`config.mk`:
```
export PLATFORM = sky130hd
export DESIGN_NAME = bresenham_line_rasterizer_top
export DESIGN_NICKNAME = d
export VERILOG_FILES = /design/src/hw/rtl/blr_pkg.sv /design/src/hw/rtl/bresenham_line_rasterizer_top.sv
export VERILOG_INCLUDE_DIRS = /design/src /design/src/hw/rtl
export SDC_FILE = /design/constraint.sdc
export NUM_CORES = 1
export LEC_CHECK = 0
export BUFFER_PORTS_ARGS = -buffer_cell sky130_fd_sc_hd__clkbuf_2
export CAP_MARGIN = 25
export CORE_MARGIN = 2
export CORE_UTILIZATION = 40
export CTS_BUF_LIST = sky130_fd_sc_hd__clkbuf_8
export DETAILED_ROUTE_END_ITERATION = 10
export PLACE_DENSITY = 0.67
export SYNTH_ARGS = -nofsm -noshare
export SYNTH_HDL_FRONTEND = slang
export SYNTH_SLANG_ARGS = --single-unit
export TNS_END_PERCENT = 100
```
`constraint.sdc`:
```
create_clock -name clk_i -period 5.7 [get_ports clk_i]
set_input_delay 0.57 -clock clk_i [delete_from_list [all_inputs] [get_ports clk_i]]
set_output_delay 0.57 -clock clk_i [all_outputs]
set_load 0.02 [all_outputs]
```
`src/hw/rtl/bresenham_line_rasterizer_top_macros.svh`:
```
// assertion macros for the bresenham line rasterizer
// no dependencies; the assertions themselves are left out when SYNTH is defined
`ifndef BRESENHAM_LINE_RASTERIZER_TOP_MACROS_SVH
`define BRESENHAM_LINE_RASTERIZER_TOP_MACROS_SVH

`ifndef SYNTH

// checked only while out of reset
`define BLR_ASSERT(lbl, prop, msg) \
  lbl: assert property (@(posedge clk_i) disable iff (!rst_ni) prop) else $error(msg);

// checked at every edge, reset included
`define BLR_ASSERT_ALWAYS(lbl, prop, msg) \
  lbl: assert property (@(posedge clk_i) prop) else $error(msg);

`else

`define BLR_ASSERT(lbl, prop, msg)
`define BLR_ASSERT_ALWAYS(lbl, prop, msg)

`endif

`endif

```
`src/hw/rtl/blr_pkg.sv`:
```
// shared constants, operation codes and the coordinate clamp helper for the line rasterizer
// no dependencies
package blr_pkg;

  localparam int unsigned SCREEN_WIDTH  = 1024;
  localparam int unsigned SCREEN_HEIGHT = 768;

  localparam int unsigned COORD_IN_W = 16;
  localparam int unsigned COLOR_W    = 32;
  localparam int unsigned ADDR_W     = 20;

  typedef enum logic {
    OP_BEGIN = 1'b0,
    OP_STEP  = 1'b1
  } op_e;

  // saturate a signed input coordinate to 0..lim_max
  function automatic logic signed [COORD_IN_W:0] clamp_coord(
    input logic signed [COORD_IN_W-1:0] v,
    input logic signed [COORD_IN_W:0]   lim_max
  );
    logic signed [COORD_IN_W:0] ext;
    ext = {v[COORD_IN_W-1], v};
    if (ext < 0) begin
      return '0;
    end else if (ext > lim_max) begin
      return lim_max;
    end
    return ext;
  endfunction

endpackage

```
`src/hw/rtl/bresenham_line_rasterizer_top.sv`:
```
// bresenham line rasterizer, top level and only module
// depends on blr_pkg and bresenham_line_rasterizer_top_macros.svh

// Takes one word per clock while results are taken, and returns one word for each.
// A begin word (tuser 0) clamps both endpoints onto the screen, sets up the
// deltas, step signs and major axis, and returns the start pixel. A step
// word (tuser 1) moves one pixel along the line and returns it; the final
// pixel has tlast set. A step with no line in progress returns a word with
// tuser 0 and all data zero. The step is one add, one compare and one
// subtract on the error term plus the address multiply by the constant
// screen width, all between the line state registers and the output
// register, so a word is accepted every clock as long as the output side
// keeps taking results; the single output register lets a new word in
// while the previous result is being taken.
module bresenham_line_rasterizer_top #(
  parameter int unsigned SCREEN_WIDTH  = blr_pkg::SCREEN_WIDTH,
  parameter int unsigned SCREEN_HEIGHT = blr_pkg::SCREEN_HEIGHT
) (
  input  logic        clk_i,
  input  logic        rst_ni,
  input  logic        s_axis_tvalid,
  output logic        s_axis_tready,
  // x_start[15:0], y_start[31:16], x_end[47:32], y_end[63:48], line_color[95:64]
  input  logic [95:0] s_axis_tdata,
  // operation[0]
  input  logic        s_axis_tuser,
  output logic        m_axis_tvalid,
  input  logic        m_axis_tready,
  // pixel_address[19:0], pixel_color[51:20], zero fill[55:52]
  output logic [55:0] m_axis_tdata,
  // pixel_valid[0]
  output logic        m_axis_tuser,
  // last_pixel
  output logic        m_axis_tlast
);

  localparam int unsigned CI_W   = blr_pkg::COORD_IN_W;
  localparam int unsigned COL_W  = blr_pkg::COLOR_W;
  localparam int unsigned ADR_W  = blr_pkg::ADDR_W;
  localparam int unsigned MAXDIM = (SCREEN_WIDTH > SCREEN_HEIGHT) ? SCREEN_WIDTH : SCREEN_HEIGHT;
  localparam int unsigned CW     = $clog2(MAXDIM);
  localparam int unsigned EW     = CW + 1;
  localparam int unsigned PW     = (2 * CW + 1 > ADR_W) ? 2 * CW + 1 : ADR_W;
  localparam int unsigned OUT_W  = ADR_W + COL_W;

  localparam logic signed [CI_W:0] X_MAX = (CI_W + 1)'(SCREEN_WIDTH - 1);
  localparam logic signed [CI_W:0] Y_MAX = (CI_W + 1)'(SCREEN_HEIGHT - 1);
  localparam logic [PW-1:0]        W_MUL = PW'(SCREEN_WIDTH);

  // line state
  logic [CW-1:0]    cur_x_q, cur_x_d;
  logic [CW-1:0]    cur_y_q, cur_y_d;
  logic [EW-1:0]    err_acc_q, err_acc_d;
  logic [CW-1:0]    major_delta_q, major_delta_d;
  logic [CW-1:0]    minor_delta_q, minor_delta_d;
  logic             x_step_neg_q, x_step_neg_d;
  logic             y_step_neg_q, y_step_neg_d;
  logic             x_is_major_q, x_is_major_d;
  logic [CW-1:0]    steps_left_q, steps_left_d;
  logic [COL_W-1:0] held_color_q, held_color_d;
  logic             line_active_q, line_active_d;

  // output register
  logic             out_valid_q;
  logic             out_pix_q, out_pix_d;
  logic             out_last_q, out_last_d;
  logic [ADR_W-1:0] out_addr_q, out_addr_d;
  logic [COL_W-1:0] out_color_q, out_color_d;

  logic             in_acc;
  blr_pkg::op_e     op;
  logic [CW-1:0]    x0, y0, x1, y1;
  logic [CW-1:0]    dx, dy;
  logic [EW-1:0]    err_sum;
  logic             minor_move;
  logic [PW-1:0]    addr_full;

  assign s_axis_tready = !out_valid_q || m_axis_tready;
  assign in_acc        = s_axis_tvalid && s_axis_tready;
  assign op            = blr_pkg::op_e'(s_axis_tuser);

  assign x0 = CW'(blr_pkg::clamp_coord(s_axis_tdata[CI_W-1:0], X_MAX));
  assign y0 = CW'(blr_pkg::clamp_coord(s_axis_tdata[2*CI_W-1:CI_W], Y_MAX));
  assign x1 = CW'(blr_pkg::clamp_coord(s_axis_tdata[3*CI_W-1:2*CI_W], X_MAX));
  assign y1 = CW'(blr_pkg::clamp_coord(s_axis_tdata[4*CI_W-1:3*CI_W], Y_MAX));

  assign dx = (x1 > x0) ? (x1 - x0) : (x0 - x1);
  assign dy = (y1 > y0) ? (y1 - y0) : (y0 - y1);

  // error never exceeds twice the major delta, so one extra bit is enough
  assign err_sum    = err_acc_q + EW'(minor_delta_q);
  assign minor_move = err_sum >= EW'(major_delta_q);

  always_comb begin
    cur_x_d       = cur_x_q;
    cur_y_d       = cur_y_q;
    err_acc_d     = err_acc_q;
    major_delta_d = major_delta_q;
    minor_delta_d = minor_delta_q;
    x_step_neg_d  = x_step_neg_q;
    y_step_neg_d  = y_step_neg_q;
    x_is_major_d  = x_is_major_q;
    steps_left_d  = steps_left_q;
    held_color_d  = held_color_q;
    line_active_d = line_active_q;
    out_pix_d     = 1'b0;
    out_last_d    = 1'b0;
    out_color_d   = '0;

    case (op)
      blr_pkg::OP_BEGIN: begin
        cur_x_d       = x0;
        cur_y_d       = y0;
        x_step_neg_d  = !(x1 > x0);
        y_step_neg_d  = !(y1 > y0);
        x_is_major_d  = dx > dy;
        major_delta_d = (dx > dy) ? dx : dy;
        minor_delta_d = (dx > dy) ? dy : dx;
        err_acc_d     = EW'(major_delta_d >> 1);
        steps_left_d  = major_delta_d;
        held_color_d  = s_axis_tdata[4*CI_W +: COL_W];
        line_active_d = major_delta_d != '0;
        out_pix_d     = 1'b1;
        out_last_d    = major_delta_d == '0;
        out_color_d   = held_color_d;
      end
      blr_pkg::OP_STEP: begin
        if (line_active_q) begin
          err_acc_d = minor_move ? (err_sum - EW'(major_delta_q)) : err_sum;
          if (x_is_major_q || minor_move) begin
            cur_x_d = x_step_neg_q ? (cur_x_q - CW'(1)) : (cur_x_q + CW'(1));
          end
          if (!x_is_major_q || minor_move) begin
            cur_y_d = y_step_neg_q ? (cur_y_q - CW'(1)) : (cur_y_q + CW'(1));
          end
          steps_left_d  = steps_left_q - CW'(1);
          line_active_d = steps_left_d != '0;
          out_pix_d     = 1'b1;
          out_last_d    = steps_left_d == '0;
          out_color_d   = held_color_q;
        end
      end
      default: begin
        out_pix_d = 1'b0;
      end
    endcase
  end

  assign addr_full  = PW'(cur_y_d) * W_MUL + PW'(cur_x_d);
  assign out_addr_d = out_pix_d ? addr_full[ADR_W-1:0] : '0;

  always_ff @(posedge clk_i or negedge rst_ni) begin
    if (!rst_ni) begin
      cur_x_q       <= '0;
      cur_y_q       <= '0;
      err_acc_q     <= '0;
      major_delta_q <= '0;
      minor_delta_q <= '0;
      x_step_neg_q  <= 1'b0;
      y_step_neg_q  <= 1'b0;
      x_is_major_q  <= 1'b0;
      steps_left_q  <= '0;
      held_color_q  <= '0;
      line_active_q <= 1'b0;
    end else if (in_acc) begin
      cur_x_q       <= cur_x_d;
      cur_y_q       <= cur_y_d;
      err_acc_q     <= err_acc_d;
      major_delta_q <= major_delta_d;
      minor_delta_q <= minor_delta_d;
      x_step_neg_q  <= x_step_neg_d;
      y_step_neg_q  <= y_step_neg_d;
      x_is_major_q  <= x_is_major_d;
      steps_left_q  <= steps_left_d;
      held_color_q  <= held_color_d;
      line_active_q <= line_active_d;
    end
  end

  always_ff @(posedge clk_i or negedge rst_ni) begin
    if (!rst_ni) begin
      out_valid_q <= 1'b0;
    end else if (in_acc) begin
      out_valid_q <= 1'b1;
    end else if (m_axis_tready) begin
      out_valid_q <= 1'b0;
    end
  end

  // result payload, only looked at while out_valid_q is set
  always_ff @(posedge clk_i) begin
    if (in_acc) begin
      out_pix_q   <= out_pix_d;
      out_last_q  <= out_last_d;
      out_addr_q  <= out_addr_d;
      out_color_q <= out_color_d;
    end
  end

  assign m_axis_tvalid = out_valid_q;
  assign m_axis_tuser  = out_pix_q;
  assign m_axis_tlast  = out_last_q;
  assign m_axis_tdata  = {{(56 - OUT_W){1'b0}}, out_color_q, out_addr_q};

`include "bresenham_line_rasterizer_top_macros.svh"

  `BLR_ASSERT(a_active_has_steps, line_active_q |-> (steps_left_q != '0),
    "active line with no steps")
  `BLR_ASSERT(a_last_is_pixel, (m_axis_tvalid && m_axis_tlast) |-> m_axis_tuser,
    "last flag on empty word")
  `BLR_ASSERT(a_idle_step_empty,
    (in_acc && op == blr_pkg::OP_STEP && !line_active_q) |=> !m_axis_tuser,
    "idle step emitted a pixel")
  `BLR_ASSERT(a_step_counts_down,
    (in_acc && op == blr_pkg::OP_STEP && line_active_q) |=>
      (steps_left_q == $past(steps_left_q) - CW'(1)),
    "step count did not drop")
  `BLR_ASSERT_ALWAYS(a_x_on_screen, cur_x_q <= CW'(SCREEN_WIDTH - 1), "x left the screen")

endmodule
```
==> results of run 1 <==
## where the power goes
group | switching, mW | internal (mW) | total (mW)
clock network | 0.453 | 0.310 | 0.763
registers | 0.242 | 1.45 | 1.69
logic | 2.45 | 1.87 | 4.32
total | 3.14 | 3.63 | 6.78
## flip-flops by register name (all words and copies together) (netlist names)
register       cells
err_acc_q         11
minor_delta_q     10
m_axis_tuser       1
m_axis_tvalid      1
y_step_neg_q       1
cur_y_q           10
x_is_major_q       1
major_delta_q     10
out_color_q       32
x_step_neg_q       1
line_active_q      1
cur_x_q           10
held_color_q      32
m_axis_tlast       1
steps_left_q      10
out_addr_q        20
## worst reg2reg max path, stage by stage (launching register included)
cell and delay, ns:
dfrtp_1 0.40, ha_1 0.24, fa_1 0.41, a21o_1 0.22, a21oi_1 0.22, o21bai_1 0.13
a21oi_1 0.33, xnor2_1 0.21, ha_1 0.32, a21o_1 0.18, or3_1 0.31, o2111a_1 0.26
o21ai_1 0.24, o21ai_1 0.17, buf_4 0.21, o21ai_0 0.18, buf_4 0.23, nor3_1 0.06
a311o_1 0.33
## cell usage after synthesis, types with 13 or more instances
cell type	number
xnor2_1	23
a21oi_1	70
nor3_1	26
nand2_1	199
nand3_1	43
edfxtp_1	54
clkbuf_1	46
o21ai_0	71
inv_1	77
o211ai_1	13
dfrtp_1	98
a22o_1	33
mux2i_1	30
a21o_1	24
xor2_1	14
a31oi_1	13
ha_1	86
nor2_1	116
## per-layer routing
metal	vias to the layer above	track usage [%]
li1	5132	-
met2	377	36.62
met4	0	7.259
met1	5092	31.56
met3	53	3.037
met5	-	0
## final timing paths
kind / cells past startpoint / startpoint / endpoint / slack, ns
max reg2reg: 18 / err_acc_q[0] / out_addr_q[11] / 0.79
min reg2reg: 2 / held_color_q[3] / held_color_q[3] / 0.48
min in group clk_i: 3 / s_axis_tdata[91] / held_color_q[27] / 0.31
max: 26 / s_axis_tdata[30] / m_axis_tlast / 0.08
max in group asynchronous: 2 / rst_ni / cur_y_q[4] / 4.39
min: 1 / rst_ni / major_delta_q[0] / 0.14
## cell usage in the layout, fill, tap and decap left out, drive strengths merged, types with 7 or more instances in the layout
master	netlist	final
edfxtp	54	54
o221ai	9	9
a22oi	8	8
nand3	43	43
nand4	13	13
nor2b	11	11
o21a	9	9
nor2	118	118
nor3	30	30
buf	19	123
or3	7	7
a21oi	73	73
ha	86	86
dfrtp	98	98
o21bai	8	8
xnor2	23	23
mux2	7	7
nand2b	11	11
inv	77	87
fa	8	8
o22ai	8	8
o211ai	14	14
nor4	7	7
xor2	14	14
a22o	33	33
clkbuf	46	172
a31oi	13	13
o21ai	77	77
a21o	24	24
a211oi	12	12
nand2	199	199
a221oi	7	7
and3	10	10
mux2i	30	30
## repair_timing
action                     in CTS  in global routing
gates resized for setup         0                 29
setup endpoints to repair       0                 33
buffers inserted                0                  6
## area by class of cell
cell class                      count  share of cell area [%]
Clock buffer                       17                   1.703
Tap cell                          378                   3.442
Timing Repair Buffer              278                   12.42
Sequential cell                   152                   29.65
Clock inverter                     15                  0.8560
Multi-Input combinational cell    997                   49.73
Inverter                           79                   2.195
## stage by stage
step | cell area, um2 | hold slack [ns] | power (mW) | instances | TNS, ns
2_1_floorplan | 11370 | 0.2744 | 4.655 | 1293 | -0.1512
3_3_place_gp | 13220 | 0.4576 | 5.782 | 1878 | -1.617
3_5_place_dp | 13220 | 0.4631 | 5.872 | 1878 | -5.629
4_1_cts | 13570 | 0.1459 | 6.657 | 1910 | 0
5_1_grt | 13740 | 0.1573 | 7.346 | 1916 | -0.6451
6_report | 13740 | 0.1434 | 6.778 | 1916 | 0
## logic make-up (layout without fill, tap and decap cells)
family,count (synthesis),count (layout)
buffers and inverters,144,389
xor gates and xnor gates,37,37
muxes,37,37
DFF,152,152
AOI/OAI and AO/OA,350,350
and+or+nand+nor,475,475
other,1,4
adders and majority gates,94,94
==> summary.md, run 1 <==
| Metric | Value |
|---|---|
| Setup Viol. Count Final | `0` |
| Sink Count | `between 150 and 200` |
| Overall die height | `171.7 um` |
| Asr flop ratio synth | `between 60% and 70%` |
| Met2 Wirelength | `~15000 um` |
| CP delay by family, top | `simple AND/OR/NAND/NOR gates` |
| Site row count | `61` |
| Achievable Freq | `around 180 MHz` |
| DRC violations left | `0` |
| Clock Path Buffers | `2` |
| Compound-cell area share of the yosys netlist | `about 22%` |
| RSZ-0062 raised after global routing | `true` |
| Core area | `around 0.028 mm2` |
| P&R area growth vs syn | `22.13%` |
| Synth Area in XOR/XNOR | `roughly 2.9%` |
| Ant diodes | `0` |
| VDD IR-drop max | `~410 uV` |
| Share of layout cells above drive strength 1 | `~24%` |
| Worst-path fanout max | `8` |
| Final antenna-violating net count | `0` |
| Initial antenna violation count | `0` |
| Reg area | `0.004074 mm2` |
| Startpoint Class | `input pin` |
| Post-Syn Area | `between 0.01 and 0.015 mm2` |
| Die X | `171.7 um` |
| Final #Nets | `1720` |
| Die footprint | `a little under 0.03 mm2` |
| Max-cap violations | `0` |
| Worst skew pair latency | `0.46 ns` |
| Gate Count Post-Synth | `around 1300` |
| CTS Buf Count | `17` |
| HP Class | `input pin to asynchronous set/reset pin` |
| Highest routing layer actually used | `met4` |
| Pwr dens | `between 400 and 500 mW/mm2` |
| Wire length on met3 | `2004 um` |
| Max incr delay on CP | `around 0.54 ns` |
| Adder-cell share of the synthesized area | `between 10% and 20%` |
| Via density per instance | `between 5 and 6` |
| CTS Hold Bufs | `0` |
| First-pass GRT wire length | `about 53000 um` |
| CP bufs+invs | `5` |
| Initial core utilization | `40.60%` |
| Gr usage total | `around 23%` |
| Leakage power total | `about 6.5 nW` |
| #FFs+latches synth | `approximately 150` |
| Largest net degree at the start of global routing | `63` |
| Fin. Hold Viols | `0` |
| Status | `finished, final reports clean` |
| Synth area leaders | `dfrtp_1, edfxtp_1, ha_1` |
| Vias in the first global route | `about 10000` |
| Worst Path Required | `6.04 ns` |
| Worst Clk Skew | `0.01422 ns` |
| Post-layout worst setup margin | `~0.083 ns` |
| Wire length per cell | `around 17 um` |
| Crit path time final | `approximately 5.6 ns` |
| Final WL | `between 30000 and 40000 um` |
| CTS tree | `yes` |
| Crit path kind | `input pin to flop` |
| Post-synthesis sequential area ratio | `36.21%` |
| Pre-antenna DRT Iters | `6` |
| Final core utilization | `between 40% and 50%` |
| Mux share of post-synthesis cell area | `3.403%` |
| I/O pins | `about 160` |
| H-Tree Depth | `4` |
| Filler Cells Inserted | `2663` |
| Half-perimeter wire length after placement | `around 25000 um` |
| GR Overflow Total | `0` |
| Largest family of logic cells by synthesized area | `compound AO/OA/AOI/OAI gates` |
| Critical Path AT | `5.95 ns` |
| Worst slew pin tran | `between 0.7 and 0.8 ns` |
| Ys flop type | `dfrtp_1` |
| Yosys cell types | `86` |
| Synth Area per Inst | `8.721 um2` |
| Routed via count | `between 10000 and 15000` |
| Synth area leader | `dfrtp_1` |
| Synth Area in Simple Gates | `approximately a fifth` |
| YS warnings | `0` |
| Number of flops mapped to enable cells by yosys | `54` |
| Max stage delay cell, worst path | `or4_4` |
| Slew Viols, Final | `0` |
| Initial DRC count | `948` |
| Post-synth top area share | `roughly 22%` |
| Crit. End Element | `flop` |
| Worst slew margin | `between 40% and 50%` |
| IO buf count | `156` |
| Clock slew seen by the registers of the worst setup and hold paths | `0.09 ns` |
| Met1 Wirelength | `~15000 um` |
| DP Worst Slack | `-0.3808 ns` |
| Area of the multi-input gates | `just under 0.007 mm2` |
| Clk Tree Root Cell | `clkbuf_8` |
| Final Cycle Share | `98.54%` |
| Gpl congestion | `a little over 0.9` |
No activity file was read; power rests on OpenSTA's default activity.
==> inputs of run 2 (changes only) <==
PLACE_DENSITY = unset   (was 0.67)
clock period = 7.2 ns   (was 5.7 ns; I/O delays follow)
==> summary.md, run 2 (synthesized netlist as in run 1, its figures left out) <==
| Metric | Value |
|---|---|
| Status | `finished, final reports clean` |
| Hold_ws | `0.2988 ns (+0.1553 ns)` |
| Placed inst area | `0.01242 mm2 (-6.0%)` |
| Setup Viol. Count Final | `0 (unchanged)` |
| Clock slew seen by the registers of the worst setup and hold paths | `0.10 ns (about the same)` |
| RSZ-0062 raised after global routing | `false` |
| Achievable Freq | `roughly 160 MHz` |
| Final WL | `31850 um (-4.5%)` |
| Ant diodes | `0 (unchanged)` |
| Worst slew margin | `27.84% (-22 points)` |
| Commonest non-fill, non-tap cell in the layout | `nand2_1` |
| Worst-path fanout max | `21 (+13)` |
| Final Cycle Share | `between 80% and 90%` |
| Post_cts resized | `0 (unchanged)` |
| Slew Viols, Final | `0 (unchanged)` |
| Die X | `171.7 um (unchanged)` |
| Initial antenna violation count | `0 (unchanged)` |
| Post-route setup TNS | `0 ns (unchanged)` |
| Initial core utilization | `40.60% (unchanged)` |
| Pwr dens | `397.7 mW/mm2 (-19%)` |
| IO buf count | `156 (unchanged)` |
| Fin. Hold Viols | `0 (unchanged)` |
| DRC violations left | `0 (unchanged)` |
| Initial DRC count | `818 (-14%)` |
| Worst skew pair latency | `0.46 ns (about the same)` |
| First-pass GRT wire length | `50270 um (-5.3%)` |
| Startpoint Class | `input pin` |
| I/O pins | `161 (unchanged)` |
| FF-to-FF End | `cur_x_q[8]` |
| Die footprint | `0.02948 mm2 (unchanged)` |
| Largest registers | `held_color_q x32, out_color_q x32, out_addr_q x20` |
| Max-cap violations | `0 (unchanged)` |
| Crit. End Element | `flop` |
| Commonest non-fill, non-tap cells in the layout | `nand2_1, clkbuf_2, nor2_1` |
| H-Tree Depth | `4 (unchanged)` |
| Gr usage total | `21.79% (-0.93 points)` |
| Share of layout cells above drive strength 1 | `17.64% (-6.8 points)` |
| Half-perimeter wire length after placement | `23860 um (-6.4%)` |
| Vias in the first global route | `9346 (-8.1%)` |
| Final #Nets | `1622 (-5.7%)` |
| Routed via count | `10090 (-5.3%)` |
| P&R area growth vs syn | `14.47%` |
| VDD IR-drop max | `269.8 uV (-35%)` |
| Core area | `0.02771 mm2 (unchanged)` |
| HP Class | `input pin to asynchronous set/reset pin` |
| Via density per instance | `5.551 (-0.17%)` |
| Worst Clk Skew | `0.01588 ns (+0.001660 ns)` |
| Leakage power total | `6.069 nW (-6.9%)` |
| CTS Buf Count | `17 (unchanged)` |
| Gpl congestion | `0.9425 (+2.1%)` |
| Post-CTS Setup Bufs | `0 (unchanged)` |
| GR Overflow Total | `0 (unchanged)` |
| Clock Path Buffers | `2 (unchanged)` |
| Clk Tree Root Cell | `clkbuf_8` |
| Origin of the critical flop-to-flop path | `minor_delta_q[0]` |
| Final antenna-violating net count | `0 (unchanged)` |
| Setup slack, reg-to-reg | `1.60 ns (+0.81 ns)` |
| Worst reg2reg path depth | `17 (-1)` |
| Wire length per cell | `17.52 um (+0.70%)` |
| Crit path time final | `6.404 ns` |
| Crit path kind | `input pin to flop` |
| Worst Path Required | `7.53 ns (+1.49 ns)` |
| Critical Path AT | `6.74 ns (+0.79 ns)` |
| Worst slew pin tran | `1.082 ns (+0.3319 ns)` |
| CTS Hold Bufs | `0 (unchanged)` |
| Sink Count | `152 (unchanged)` |
| CTS tree | `yes` |
| Filler Cells Inserted | `2700 (+1.4%)` |
| Pre-antenna DRT Iters | `5 (-1)` |
| Design area | `0.01288 mm2 (-6.3%)` |
| Largest net degree at the start of global routing | `71 (+13%)` |
| Site row count | `61 (unchanged)` |
| Overall die height | `171.7 um (unchanged)` |
-- run 2: final cells by class --
type	instances	area [um2]	area share, %
Multi-Input combinational cell	997	6631	51.50
Sequential cell	152	4074	31.64
Timing Repair Buffer	180	975.9	7.579
Tap cell	378	473.0	3.673
Inverter	79	296.5	2.303
Clock buffer	17	234.0	1.817
Clock inverter	15	192.7	1.496
-- run 2: per-layer routing --
layer	GRT usage [%]	part of all wire (%)
met2	34.28	45
met4	6.632	1.9
met5	0	0
met3	3.267	5.9
met1	30.88	47
-- run 2: per-stage QoR --
| stage | setup slack [ns] | power [mW] | utilization (%) | std cells |
|---|---|---|---|---|
| 2_1_floorplan | 0.7687 | 3.677 | - | 1293 |
| 3_3_place_gp | 0.5737 | 4.378 | 44.84 | 1784 |
| 3_5_place_dp | 0.4873 | 4.404 | 44.84 | 1784 |
| 4_1_cts | 0.9233 | 5.113 | 46.38 | 1816 |
| 5_1_grt | 0.2674 | 5.577 | 46.48 | 1818 |
| 6_report | 0.7956 | 5.121 | 46.48 | 1818 |
-- run 2: how the worst max path moves through the flow --
stage / from / end / slack [ns] / cells after the start
after floorplan: s_axis_tdata[30] / m_axis_tlast / 0.77 / 24
after global placement: s_axis_tdata[30] / m_axis_tlast / 0.57 / 26
after detailed placement: s_axis_tdata[30] / m_axis_tlast / 0.49 / 26
after CTS: s_axis_tdata[30] / m_axis_tlast / 0.92 / 26
after global routing: s_axis_tdata[30] / m_axis_tlast / 0.27 / 27
final: s_axis_tdata[30] / m_axis_tlast / 0.80 / 26
-- run 2: worst max-delay path: stages --
cell	delay, ns
clkbuf_2	0.07
or4_1	0.52
a2111oi_1	0.46
nor2_1	0.21
a21oi_1	0.22
inv_1	0.13
fa_1	0.48
nand3b_1	0.23
a21oi_2	0.26
o41ai_4	0.13
nor2_4	0.13
mux2_4	0.31
o31a_1	0.33
nor2_1	0.18
inv_1	0.06
ha_1	0.29
nand4_1	0.12
nor3_1	0.25
o21ai_0	0.15
a31oi_2	0.18
buf_4	0.28
nand2_1	0.11
nor4_1	0.21
nand4_1	0.16
a2111oi_2	0.38
a21o_1	0.17
-- run 2: power by group --
group	switching, mW	internal (mW)
clock network	0.393	0.299
registers	0.188	1.15
logic	1.82	1.27
==> inputs of run 3 (changes only) <==
CORE_UTILIZATION = 50   (was 40)
PLACE_DENSITY = 0.71   (was unset)
==> summary.md, run 3 (synthesized netlist as in run 1, its figures left out) <==
| Metric | Value |
|---|---|
| Status | `finished, final reports clean` |
| Clock slew seen by the registers of the worst setup and hold paths | `0.10 ns (about the same)` |
| Final antenna-violating net count | `0 (unchanged)` |
| Placed inst area | `0.01232 mm2 (-0.87%)` |
| IO buf count | `156 (unchanged)` |
| Hold_ws | `0.1956 ns (-0.1032 ns)` |
| Final core utilization | `58.04% (+12 points)` |
| Die footprint | `0.02371 mm2 (-20%)` |
| Sink Count | `152 (unchanged)` |
| Post-Layout Cell Count | `1721 (-5.3%)` |
| Post-route setup TNS | `0 ns (unchanged)` |
| Max incr delay on CP | `0.51 ns (about the same)` |
| First-pass GRT wire length | `49710 um (-1.1%)` |
| DP Worst Slack | `0.4853 ns (-0.001971 ns)` |
| Leakage power total | `6.068 nW (about the same)` |
| Startpoint Class | `input pin` |
| Critical Path Start | `s_axis_tdata[30]` |
| Final WL | `31070 um (-2.5%)` |
| Post-layout worst setup margin | `0.9067 ns (+0.1111 ns)` |
| Switching Power | `2.393 mW (-0.29%)` |
| Largest registers | `held_color_q x32, out_color_q x32, out_addr_q x20` |
| Die X | `154.0 um (-10%)` |
| Overall die height | `154.0 um (-10%)` |
| Pre-antenna DRT Iters | `5 (unchanged)` |
| Clock Path Buffers | `2 (unchanged)` |
| Initial DRC count | `856 (+4.6%)` |
| Inst Count DP | `1688 (-5.4%)` |
| Worst slew pin tran | `0.9982 ns (-0.08418 ns)` |
| Wire length per cell | `18.05 um (+3.0%)` |
| CP bufs+invs | `5 (+1)` |
| Design area | `0.01274 mm2 (-1.0%)` |
| Total power draw | `5.159 mW (+0.75%)` |
| Routed via count | `10210 (+1.1%)` |
| Achievable Freq | `158.9 MHz (+1.8%)` |
| Clk network pwr share | `13.5% (about the same)` |
| Max-cap violations | `0 (unchanged)` |
| Origin of the critical flop-to-flop path | `err_acc_q[0]` |
| Sequential Power Share | `25.9% (-0.2 points)` |
| Worst-path fanout max | `12 (-43%)` |
| VDD IR-drop max | `301.0 uV (+12%)` |
| Initial core utilization | `51.23% (+11 points)` |
| Worst slew margin | `33.01% (+5.2 points)` |
| Post_cts resized | `0 (unchanged)` |
| Final Cycle Share | `87.41% (-1.5 points)` |
| CTS tree | `yes` |
| Initial antenna violation count | `1 (+1)` |
| Largest net degree at the start of global routing | `67 (-5.6%)` |
| RSZ-0062 raised after global routing | `false` |
| Vias in the first global route | `9467 (+1.3%)` |
| Commonest non-fill, non-tap cells in the layout | `nand2_1, clkbuf_2, nor2_1` |
| Max stage delay cell, worst path | `or4_1` |
| Comb power frac | `60.5% (about the same)` |
| I/O pins | `161 (unchanged)` |
| Gpl congestion | `0.9792 (+3.9%)` |
| Worst skew pair latency | `0.48 ns (+0.02 ns)` |
| Core area | `0.02196 mm2 (-21%)` |
| Ant diodes | `0 (unchanged)` |
| Setup Viol. Count Final | `0 (unchanged)` |
| Clk Tree Root Cell | `clkbuf_8` |
| Crit path kind | `input pin to flop` |
| Worst Clk Skew | `0.01945 ns (+0.003567 ns)` |
| Post-CTS Setup Bufs | `0 (unchanged)` |
| Critical Path AT | `6.63 ns (-0.11 ns)` |
| Worst Path Required | `7.54 ns (about the same)` |
| CTS Hold Bufs | `0 (unchanged)` |
| CP delay by family, top | `simple AND/OR/NAND/NOR gates` |
| Gr usage total | `26.05% (+4.3 points)` |
| Int Power | `2.766 mW (+1.7%)` |
| H-Tree Depth | `4 (unchanged)` |
| Filler Cells Inserted | `1950 (-28%)` |
| Pwr dens | `404.8 mW/mm2 (+1.8%)` |
| Share of layout cells above drive strength 1 | `17.70% (+0.057 points)` |
| DRC violations left | `0 (unchanged)` |
| Half-perimeter wire length after placement | `23210 um (-2.7%)` |
| Slew Viols, Final | `0 (unchanged)` |
| Site row count | `54 (-11%)` |
| HP Class | `input pin to asynchronous set/reset pin` |
| CTS Buf Count | `17 (unchanged)` |
| Crit path time final | `6.293 ns (-0.1111 ns)` |
| Fin. Hold Viols | `0 (unchanged)` |
| Final #Nets | `1623 (+0.062%)` |
| GR Overflow Total | `0 (unchanged)` |
| Commonest non-fill, non-tap cell in the layout | `nand2_1` |
| Crit. End Element | `flop` |
| P&R area growth vs syn | `13.29%` |
| Via density per instance | `5.931 (+6.8%)` |
| Sw frac | `46.38% (-0.48 points)` |
-- run 3: power by group through the flow --
stage / Combinational [mW] / Sequential (mW) / Clock [mW]
after floorplan: 2.34 / 1.34 / 0
after global placement: 2.97 / 1.34 / 0
after detailed placement: 3.05 / 1.35 / 0
after CTS: 3.07 / 1.33 / 0.707
after global routing: 3.46 / 1.37 / 0.744
final: 3.12 / 1.34 / 0.699
-- run 3: worst register-to-register path: stages (launching register included) --
cell and delay (ns):
dfrtp_1 0.41, ha_1 0.23, fa_1 0.41, a21o_1 0.21, a21oi_1 0.26, o21bai_1 0.14, a21oi_1 0.36, xnor2_1 0.21
ha_1 0.33, a21o_1 0.18, or3_1 0.34, o2111a_1 0.26, o21ai_1 0.23, o21ai_1 0.38, o21ai_1 0.91, nor3_1 0.09
a311o_1 0.30
-- run 3: per-layer routing --
metal / track usage [%] / vias up / part of all wire [%]
met5: 0 / - / 0
met4: 6.631 / 0 / 1.4
met3: 3.833 / 37 / 6.6
met2: 41.38 / 422 / 45
met1: 37.53 / 4823 / 47
li1: - / 4925 / -
-- run 3: area by class of cell --
cell class | instances | area [um2] | share of cell area (%)
multi-input cells | 997 | 6631 | 52.03
flip-flops and latches | 152 | 4074 | 31.97
repair buffers | 181 | 970.9 | 7.618
well taps | 280 | 350.3 | 2.749
inverters | 79 | 296.5 | 2.327
clock buffers | 18 | 247.7 | 1.944
clock inverters | 14 | 173.9 | 1.365
-- run 3: path summary, 6_finish.rpt --
path                       slack (ns)                to  cells past startpoint
max                              0.91      m_axis_tlast                     26
min                              0.20   steps_left_q[1]                      1
max reg2reg                      1.71    out_addr_q[11]                     16
min reg2reg                      0.48  held_color_q[27]                      2
max in group asynchronous        5.76        cur_y_q[5]                      2
min in group clk_i               0.46   held_color_q[7]                      3
